===== src/rtl/sal_pkg.sv =====
// Shared constants, types and codes for the shifting array list.
`timescale 1ns / 1ps

package sal_pkg;

  // List geometry
  localparam int DEPTH   = 128;
  localparam int WIDTH   = 32;
  localparam int POS_W   = 7;
  localparam int CNT_W   = 8;
  localparam logic [CNT_W-1:0] DEPTH_CNT = DEPTH[CNT_W-1:0];

  // Read select tree: groups of eight cells, then one of sixteen groups
  localparam int GROUP   = 8;
  localparam int GSEL_W  = 3;
  localparam int NGROUP  = DEPTH / GROUP;
  localparam int NGSEL_W = 4;

  typedef enum logic [2:0] {
    OP_APPEND      = 3'd0,
    OP_INSERT      = 3'd1,
    OP_READ        = 3'd2,
    OP_REMOVE_LAST = 3'd3,
    OP_ERASE       = 3'd4,
    OP_CLEAR       = 3'd5
  } op_t;

  typedef enum logic [1:0] {
    ST_OK    = 2'd0,
    ST_RANGE = 2'd1,
    ST_FULL  = 2'd2
  } status_t;

  // Broadcast from the controller to every cell
  typedef struct packed {
    logic             append;
    logic             insert;
    logic             erase;
    logic             rd_ok;
    logic [CNT_W-1:0] pos;
    logic [CNT_W-1:0] count;
  } cell_cmd_t;

endpackage


===== src/rtl/sal_cell.sv =====
// One storage cell of the list: holds an entry and trades it with its neighbours.
`timescale 1ns / 1ps

module sal_cell (
  input  logic                           clk,
  input  logic [sal_pkg::CNT_W-1:0]      idx,
  input  sal_pkg::cell_cmd_t             cmd,
  input  logic [sal_pkg::WIDTH-1:0]      value,
  input  logic [sal_pkg::WIDTH-1:0]      left,
  input  logic [sal_pkg::WIDTH-1:0]      right,
  output logic [sal_pkg::WIDTH-1:0]      data
);

  logic [sal_pkg::WIDTH-1:0] data_next;

  // Pick load, shift up from the left, shift down from the right, or hold
  always_comb begin
    data_next = data;
    if (cmd.append && (idx == cmd.count)) begin
      data_next = value;
    end else if (cmd.insert) begin
      if (idx == cmd.pos) begin
        data_next = value;
      end else if ((idx > cmd.pos) && (idx <= cmd.count)) begin
        data_next = left;
      end
    end else if (cmd.erase && (idx >= cmd.pos)
                 && ((idx + sal_pkg::CNT_W'(1)) < cmd.count)) begin
      data_next = right;
    end
  end

  always_ff @(posedge clk) begin
    data <= data_next;
  end

endmodule


===== config.mk =====
export PLATFORM = sky130hd
export DESIGN_NAME = sal_cell
export DESIGN_NICKNAME = d
export VERILOG_FILES = /design/src/rtl/sal_pkg.sv /design/src/rtl/sal_cell.sv
export SDC_FILE = /design/constraint.sdc
export NUM_CORES = 1
export LEC_CHECK = 0
export ABC_CLOCK_PERIOD_IN_PS = 5100
export BUFFER_PORTS_ARGS = -buffer_cell sky130_fd_sc_hd__buf_2
export CAP_MARGIN = 5
export CORE_UTILIZATION = 40
export CTS_CLUSTER_DIAMETER = 60
export DETAILED_ROUTE_END_ITERATION = 10
export PLACE_DENSITY = 0.77
export SLEW_MARGIN = 40
export SYNTH_ARGS = -nofsm -noshare
export SYNTH_HDL_FRONTEND = slang
export SYNTH_SLANG_ARGS = --single-unit

===== constraint.sdc =====
create_clock -name clk -period 5.1 [get_ports clk]
set_clock_uncertainty 0.05 [all_clocks]
set_input_delay 0.51 -clock clk [delete_from_list [all_inputs] [get_ports clk]]
set_output_delay 0.51 -clock clk [all_outputs]
set_load 0.1 [all_outputs]

==> summary.txt <==
Status
  – Status: finished, final reports clean

Global route
  – Initial antenna violation count: 0
  – All-Layer GR Usage: 21.7%
  – Vias in the first global route: 2,494
  – Grt ovf: 0
  – First-pass GRT wire length: 10.6 mm
  – Pin count of the biggest net entering global routing: 34

Hold path
  – Hold Path Class: input port to flip-flop
  – Worst Hold End: data[8]$_DFFE_PP_
  – Worst hold start: right[8]
  – Hold path depth: 3

CTS
  – Clock Path Buffers: 2
  – Clock Pin Slew Worst Setup and Hold Paths: 0.06 ns
  – CTS tree: done
  – Post-CTS Hold Buffers: 0
  – # clock sinks: 32
  – CTS Buf Count: 5
  – Post-CTS Setup Inserts: 0
  – Clock root buffer: clkbuf_8
  – Resized Gates After CTS: 0
  – H-Tree Depth: 2

Synthesis
  – Net Count, Synth: 387
  – Netlist cell types: 28
  – Seq cells post-synth: 32
  – Main synth FF type: edfxtp_1
  – Share of the synthesized area in the top cell type: 40.5%
  – Synth area leaders: edfxtp_1 40%, a22oi_1 20%, ha_1 13%, o21ai_1 6.3%, inv_1 2.7%
  – Post-synth EDFFs: 32
  – Yosys warns: 0
  – Gate count of the mapped netlist: 237
  – Post-synthesis sequential area ratio: 40.5%
  – Most numerous cell in the Yosys netlist: a22oi_1
  – Avg Inst Size Synth: 10.0 sq um
  – Synthesized cell area: 2370 sq um
  – Top cells by count, synth: 64 x a22oi_1, 32 x edfxtp_1, 30 x o21ai_1
  – Ys async rst share: 0%
  – Cell taking the most area after synthesis: edfxtp_1

STA
  – Final Hold Viols: 0
  – # setup viols final: 0
  – Fin crit share: 59.5%
  – FMAX: 330 MHz
  – RSZ-0062 raised after global routing: false
  – Slew HR: 46.2%
  – Max-slew violation count: 0
  – Final min period: 3.03 ns
  – Setup TNS: 0 ns
  – Slew @ Worst Pin: 0.805 ns

Layout
  – Area grow syn2layout: 40.3%
  – Max reg flops: 32
  – Leading registers by flop count: data x32
  – Final #Nets: 539
  – Top reg by flops: data
  – Fillers: 531
  – Layout Utilization: 59.4%
  – Layout cells sized above 1: 44.1%
  – Antenna diodes: 0
  – Non-Filler Instances: 462

Floorplanning
  – Die W: 79.1 um
  – Die Y: 79.1 um
  – CORE AREA: 5610 sq um
  – Initial Util: 42.3%
  – Top Ports: 157
  – Die footprint: 6250 sq um
  – FP Rows: 27

Critical path
  – Critical path class: input port to flip-flop
  – Arr. time, crit path: 2.96 ns
  – CP Max Fanout: 19
  – Startpoint Class: input port
  – Nature of the critical path endpoint: flip-flop
  – Worst EP required: 5.03 ns

Detailed routing
  – TritonRoute pass-1 iters: 4
  – DRT Wirelength: 6.62 mm
  – Residual DRC: 0
  – Initial DRC Count: 118
  – Drt wl/cell: 14.3 um
  – Routed Antenna Nets: 0
  – DR vias/cell: 5.49
  – DR vias: 2,536

Power and ir drop
  – Max VDD drop: 159 uV
  – PD cells: 278 nW/um^2
  – LEAKAGE: 1.62 nW

Placed design
  – Placed insts: 454
  – PortBufs: 155
  – Final Wtd Congestion: 0.820
  – DP HPWL: 5.16 mm

Flow run
  – Max Cap Viol: 0
## report_power, final
| group | switching [mW] | internal [mW] |
|---|---|---|
| sequential | 0.00631 | 0.328 |
| combinational | 0.315 | 0.100 |
| clock | 0.0815 | 0.0947 |
## worst max path at each step
stage | from | end | slack (ns) | cells after the start
after floorplan | idx[0] | data[0]$_DFFE_PP_ | 1.13 | 9
final | idx[6] | data[0]$_DFFE_PP_ | 2.07 | 8
after CTS | idx[6] | data[0]$_DFFE_PP_ | 2.06 | 8
after global routing | idx[6] | data[0]$_DFFE_PP_ | 1.93 | 8
after global placement | idx[6] | data[18]$_DFFE_PP_ | 1.65 | 7
after detailed placement | idx[6] | data[1]$_DFFE_PP_ | 1.80 | 8
## metrics by stage
step / worst slack [ns] / cell area [sq um] / total power, mW / hold WS [ns]
3_3_place_gp: 1.65 / 3220 / 0.744 / 0.762
2_1_floorplan: 1.13 / 2370 / 0.647 / 0.669
4_1_cts: 2.06 / 3330 / 0.936 / 0.487
6_report: 2.07 / 3330 / 0.926 / 0.499
5_1_grt: 1.93 / 3330 / 0.975 / 0.497
3_5_place_dp: 1.80 / 3250 / 0.756 / 0.774
## cells by family (layout without fill, tap and decap cells)
logic type / after synthesis / count (layout) / synth area share (%)
AOI/OAI and AO/OA: 112 / 112 / 31.6
buffers and inverters: 32 / 185 / 5.53
and+or+nand+nor: 30 / 30 / 7.06
adders and majority gates: 25 / 25 / 13.2
xor gates and xnor gates: 6 / 6 / 2.21
DFF: 32 / 32 / 40.5
## placed cells by master, fill, tap and decap left out, types with 3 or more instances in the layout
| master | netlist | final |
|---|---|---|
| nor2_1 | 6 | 5 |
| nand3_1 | 4 | 4 |
| ha_1 | 25 | 25 |
| buf_2 | 9 | 155 |
| inv_1 | 17 | 16 |
| a21o_1 | 4 | 4 |
| a22oi_1 | 64 | 64 |
| buf_4 | 0 | 4 |
| nand2_1 | 4 | 4 |
| a21oi_1 | 5 | 5 |
| xnor2_1 | 4 | 4 |
| nand4_1 | 7 | 7 |
| nor2_2 | 2 | 3 |
| clkbuf_8 | 0 | 5 |
| edfxtp_1 | 32 | 32 |
| o21ai_1 | 30 | 30 |
## layer usage
layer	up-vias	part of all wire, %	global-route usage [%]
met5	-	0	0
met4	0	0.86	4.91
met3	7	7.0	4.48
met2	108	50	40.9
met1	1174	42	24.7
li1	1247	-	-
## final cells by class
type                       count  area, sq um  share of cell area (%)
multi-input combinational    173         1300                    39.1
sequential                    32          961                    28.8
timing repair buffer         160          833                    25.0
tap                           72         90.1                    2.70
clock buffer                   7         76.3                    2.29
inverter                      17         63.8                    1.92
clock inverter                 1         3.75                   0.113
## critical path: stages
cell and delay (ns):
buf_2 0.13, ha_1 0.33, nand4_1 0.21, nor3_4 0.72, nor2_2 0.07, o22ai_1 0.30
a2bb2oi_4 0.47, buf_16 0.22
(Power assumes the default switching activity.)
