## src/rtl/sal_pkg.sv

```systemverilog
// Shared constants, types and codes for the shifting array list.
`timescale 1ns / 1ps

package sal_pkg;

  // List geometry
  localparam int DEPTH   = 128;
  localparam int WIDTH   = 32;
  localparam int POS_W   = 7;
  localparam int CNT_W   = 8;
  localparam logic [CNT_W-1:0] DEPTH_CNT = DEPTH[CNT_W-1:0];

  // Read select tree: groups of eight cells, then one of sixteen groups
  localparam int GROUP   = 8;
  localparam int GSEL_W  = 3;
  localparam int NGROUP  = DEPTH / GROUP;
  localparam int NGSEL_W = 4;

  typedef enum logic [2:0] {
    OP_APPEND      = 3'd0,
    OP_INSERT      = 3'd1,
    OP_READ        = 3'd2,
    OP_REMOVE_LAST = 3'd3,
    OP_ERASE       = 3'd4,
    OP_CLEAR       = 3'd5
  } op_t;

  typedef enum logic [1:0] {
    ST_OK    = 2'd0,
    ST_RANGE = 2'd1,
    ST_FULL  = 2'd2
  } status_t;

  // Broadcast from the controller to every cell
  typedef struct packed {
    logic             append;
    logic             insert;
    logic             erase;
    logic             rd_ok;
    logic [CNT_W-1:0] pos;
    logic [CNT_W-1:0] count;
  } cell_cmd_t;

endpackage

```

## src/rtl/sal_ctrl.sv

```systemverilog
// Entry count register, bounds checks and the command broadcast to the cells.
`timescale 1ns / 1ps

module sal_ctrl (
  input  logic                          clk,
  input  logic                          rst,
  input  logic                          accept,
  input  logic [2:0]                    opcode,
  input  logic [sal_pkg::POS_W-1:0]     position,
  output sal_pkg::cell_cmd_t            cmd,
  output sal_pkg::status_t              status,
  output logic [sal_pkg::CNT_W-1:0]     count
);

  logic [sal_pkg::CNT_W-1:0] count_next;
  logic [sal_pkg::CNT_W-1:0] pos_ext;
  logic                      full;

  assign pos_ext = sal_pkg::CNT_W'(position);
  assign full    = (count >= sal_pkg::DEPTH_CNT);

  // Decode the item and check its bounds against the current count
  always_comb begin
    cmd        = '0;
    cmd.pos    = pos_ext;
    cmd.count  = count;
    status     = sal_pkg::ST_OK;
    count_next = count;
    if (accept) begin
      unique case (sal_pkg::op_t'(opcode))
        sal_pkg::OP_APPEND: begin
          if (full) begin
            status = sal_pkg::ST_FULL;
          end else begin
            cmd.append = 1'b1;
            count_next = count + sal_pkg::CNT_W'(1);
          end
        end
        sal_pkg::OP_INSERT: begin
          if (full) begin
            status = sal_pkg::ST_FULL;
          end else if (pos_ext > count) begin
            status = sal_pkg::ST_RANGE;
          end else begin
            cmd.insert = 1'b1;
            count_next = count + sal_pkg::CNT_W'(1);
          end
        end
        sal_pkg::OP_READ: begin
          if (pos_ext >= count) begin
            status = sal_pkg::ST_RANGE;
          end else begin
            cmd.rd_ok = 1'b1;
          end
        end
        sal_pkg::OP_REMOVE_LAST: begin
          if (count != '0) begin
            count_next = count - sal_pkg::CNT_W'(1);
          end
        end
        sal_pkg::OP_ERASE: begin
          if (pos_ext >= count) begin
            status = sal_pkg::ST_RANGE;
          end else begin
            cmd.erase  = 1'b1;
            count_next = count - sal_pkg::CNT_W'(1);
          end
        end
        sal_pkg::OP_CLEAR: begin
          count_next = '0;
        end
        default: begin
          count_next = count;
        end
      endcase
    end
  end

  // Hold the entry count
  always_ff @(posedge clk) begin
    if (rst) begin
      count <= '0;
    end else begin
      count <= count_next;
    end
  end

endmodule

```

## config.mk

```make
export PLATFORM = sky130hd
export DESIGN_NAME = sal_ctrl
export DESIGN_NICKNAME = d
export VERILOG_FILES = /design/src/rtl/sal_pkg.sv /design/src/rtl/sal_ctrl.sv
export SDC_FILE = /design/constraint.sdc
export NUM_CORES = 1
export LEC_CHECK = 0
export BUFFER_PORTS_ARGS = -buffer_cell sky130_fd_sc_hd__buf_4
export CAP_MARGIN = 20
export CORE_MARGIN = 2
export CORE_UTILIZATION = 40
export CTS_BUF_LIST = sky130_fd_sc_hd__clkbuf_8
export CTS_CLUSTER_DIAMETER = 150
export DETAILED_ROUTE_END_ITERATION = 8
export PLACE_DENSITY = 0.68
export REMOVE_ABC_BUFFERS = 1
export SLEW_MARGIN = 20
export SYNTH_ARGS = -nofsm -noshare
export SYNTH_HDL_FRONTEND = slang
export SYNTH_SLANG_ARGS = --single-unit
```

## constraint.sdc

```tcl
create_clock -name clk -period 3.14 [get_ports clk]
set_input_delay 0.314 -clock clk [delete_from_list [all_inputs] [get_ports clk]]
set_output_delay 0.314 -clock clk [all_outputs]
set_load 0.02 [all_outputs]
```

==> impl_metrics.tcl <==
set metrics [dict create \
    hold_violations 0 \
    start_kind "flip-flop" \
    nets 191 \
    cts_buffers 3 \
    worstPathRequired_ns 2.83 \
    layout-drive-gt1-share 0.3642 \
    ys_seq_area_frac 0.1438 \
    die_w_um 56.76 \
    drt_iter0_markers 17 \
    cp_max_fo 6 \
    antenna_found_initial 0 \
    yosys-top-cells-area "ha_1 (15%), dfxtp_1 (14%), buf_4 (11%), inv_1 (4.7%), a22o_1 (3.9%)" \
    r2r_slack_ns 0.89 \
    status "finished, final reports clean" \
    cts.sinks 8 \
    area_growth_pct 22.58 \
    hpwl_mm 2.046 \
    rsz0062_at_grt "no" \
    tns_ns 0 \
    fin_skew_ns 0.005246 \
    synth_ff_type "dfxtp_1" \
    final_antenna_net_count 0 \
    root_buffer "clkbuf_8" \
    p_leak_nw 0.6513 \
    htreeDepth 1 \
    cts_tree "done" \
    core-area_um2 2710 \
    min_period_over_period 0.8183 \
    clockBufferDepth 2 \
    yosysMostFrequentCell "buf_4" \
    worstSetupPathType "reg -> out" \
    cp_data_arrival_time_ns 2.26 \
    post_cts_buffers 0 \
    synth_top_cell_by_area "ha_1" \
    r2r_end "count[7]" \
    grt_pass1_vias 985 \
    crit_end "status[0]" \
    top_register "count" \
    synth_top_cell_area_share 0.1461 \
    rows 19 \
    crit_start "count[1]" \
    overflow 0 \
    antenna_cells 0 \
    synth_edf_count 0 \
    die-area_um2 3222 \
    drv_cap 0 \
    io_buffers 41 \
    clk_pin_slew_ns 0.04 \
    fmax_ghz 0.3892 \
    biggestRegsByFlops "count (8)" \
    p_total_w 0.0004138 \
    whs_ns 0.4744 \
    viasPerCell 5.290 \
    r2r_cells 7 \
    vias 1021 \
    synth_warnings 0 \
    start_util 0.4109 \
    drc_errors 0 \
    synth-seq-cells 8 \
    p_per_area_nw_per_um2 303.1 \
    grt_max_degree 13 \
    io_pins 43 \
    dr.pass1.iters 6 \
    avgSynthCellArea_um2 8.188 \
    groute.usage.overall 0.1700 \
    syn_inst 136 \
    syn_area_um2 1114 \
    cp-end-kind "primary output" \
    slew_viol_final 0 \
    die_height_um 56.76 \
    synth_common_cells "buf_4 (16), inv_1 (14), ha_1 (13)" \
    wl_mm 2.604 \
    cts_resized 0 \
    ir_drop_mv 0.2519 \
    setup_viol 0 \
    ys_types 50 \
    clk_latency_ns 0.23 \
    gp_congestion 0.8618 \
    r2r-start "count[1]" \
    hold_path_class "in -> reg" \
    largest_reg_flops 8 \
    grt_pass1_wl_mm 4.381 \
    ctsHoldBuffers 0 \
    min_period_ns 2.570 \
    postSynth.asyncResetShare 0 \
    wl_per_cell_um 13.49 \
]
==> area by class of cell <==
class | count | area, um2
fill | 272 | 1345
multi-input combinational | 96 | 764.5
timing repair buffer | 41 | 307.8
sequential | 8 | 160.2
inverter | 14 | 52.55
clock buffer | 3 | 41.29
tap | 31 | 38.79
==> power by group <==
| part | internal (W) | switching [W] |
|---|---|---|
| Sequential | 0.000107 | 0.0000100 |
| Clock | 0.0000830 | 0.0000405 |
| Combinational | 0.0000787 | 0.0000942 |
==> worst min path at each step <==
stage                        start  endpoint  slack [ns]  depth (start not counted)
after floorplan                rst  count[4]        0.57                          2
after global placement    count[4]  count[4]        0.57                          1
after detailed placement  count[4]  count[4]        0.58                          1
after CTS                      rst  count[2]        0.47                          3
after global routing           rst  count[1]        0.50                          3
final                          rst  count[5]        0.47                          3
==> layout by cell type, fill, tap and decap left out, drive strengths merged, types with 2 or more instances in the layout <==
master	count
nor3b	2
buf	41
nand3	3
dfxtp	8
nand2b	5
o21ai	5
a21oi	5
a22o	5
nor4	3
xnor2	4
nor2	10
clkbuf	3
and3	2
nor3	6
o211ai	2
ha	13
o21a	3
nor2b	2
inv	14
nand2	6
==> critical path: stages (launching register included) <==
cell and delay (ns):
dfxtp_1 0.41, inv_1 0.11, ha_1 0.31, nand2b_1 0.06, a21oi_1 0.25, o31ai_1 0.15
and2_1 0.19, o32ai_1 0.26, o21a_1 0.15, buf_4 0.14
==> cell families (layout without fill, tap and decap cells) <==
logic type	Yosys count	count (layout)	synth area share
flops	8	8	0.1438
xor+xnor	4	4	0.03146
simple gates	48	48	0.2652
buf+inv	32	58	0.1697
fa+ha+maj	14	14	0.1640
other cells	1	1	0.003368
mux	1	1	0.01011
compound gates	28	28	0.2124
==> routing by layer <==
metal / vias to the layer above / global-route usage / share of wire
li1: 520 / - / -
met4: 0 / 0.06977 / 0.015
met5: - / 0 / 0
met2: 24 / 0.3189 / 0.51
met1: 472 / 0.1947 / 0.44
met3: 5 / 0.01382 / 0.037
==> metrics by stage <==
stage | util | area, um2 | instances | setup slack, ns
6_report | 0.5037 | 1365 | 193 | 0.5705
5_1_grt | 0.5037 | 1365 | 193 | 0.4039
4_1_cts | 0.5037 | 1365 | 193 | 0.5672
3_5_place_dp | 0.4885 | 1324 | 190 | 0.5680
3_3_place_gp | 0.4885 | 1324 | 190 | 0.6371
2_1_floorplan | - | 977.2 | 118 | 0.5521
Power figures use the tool's default switching activity.
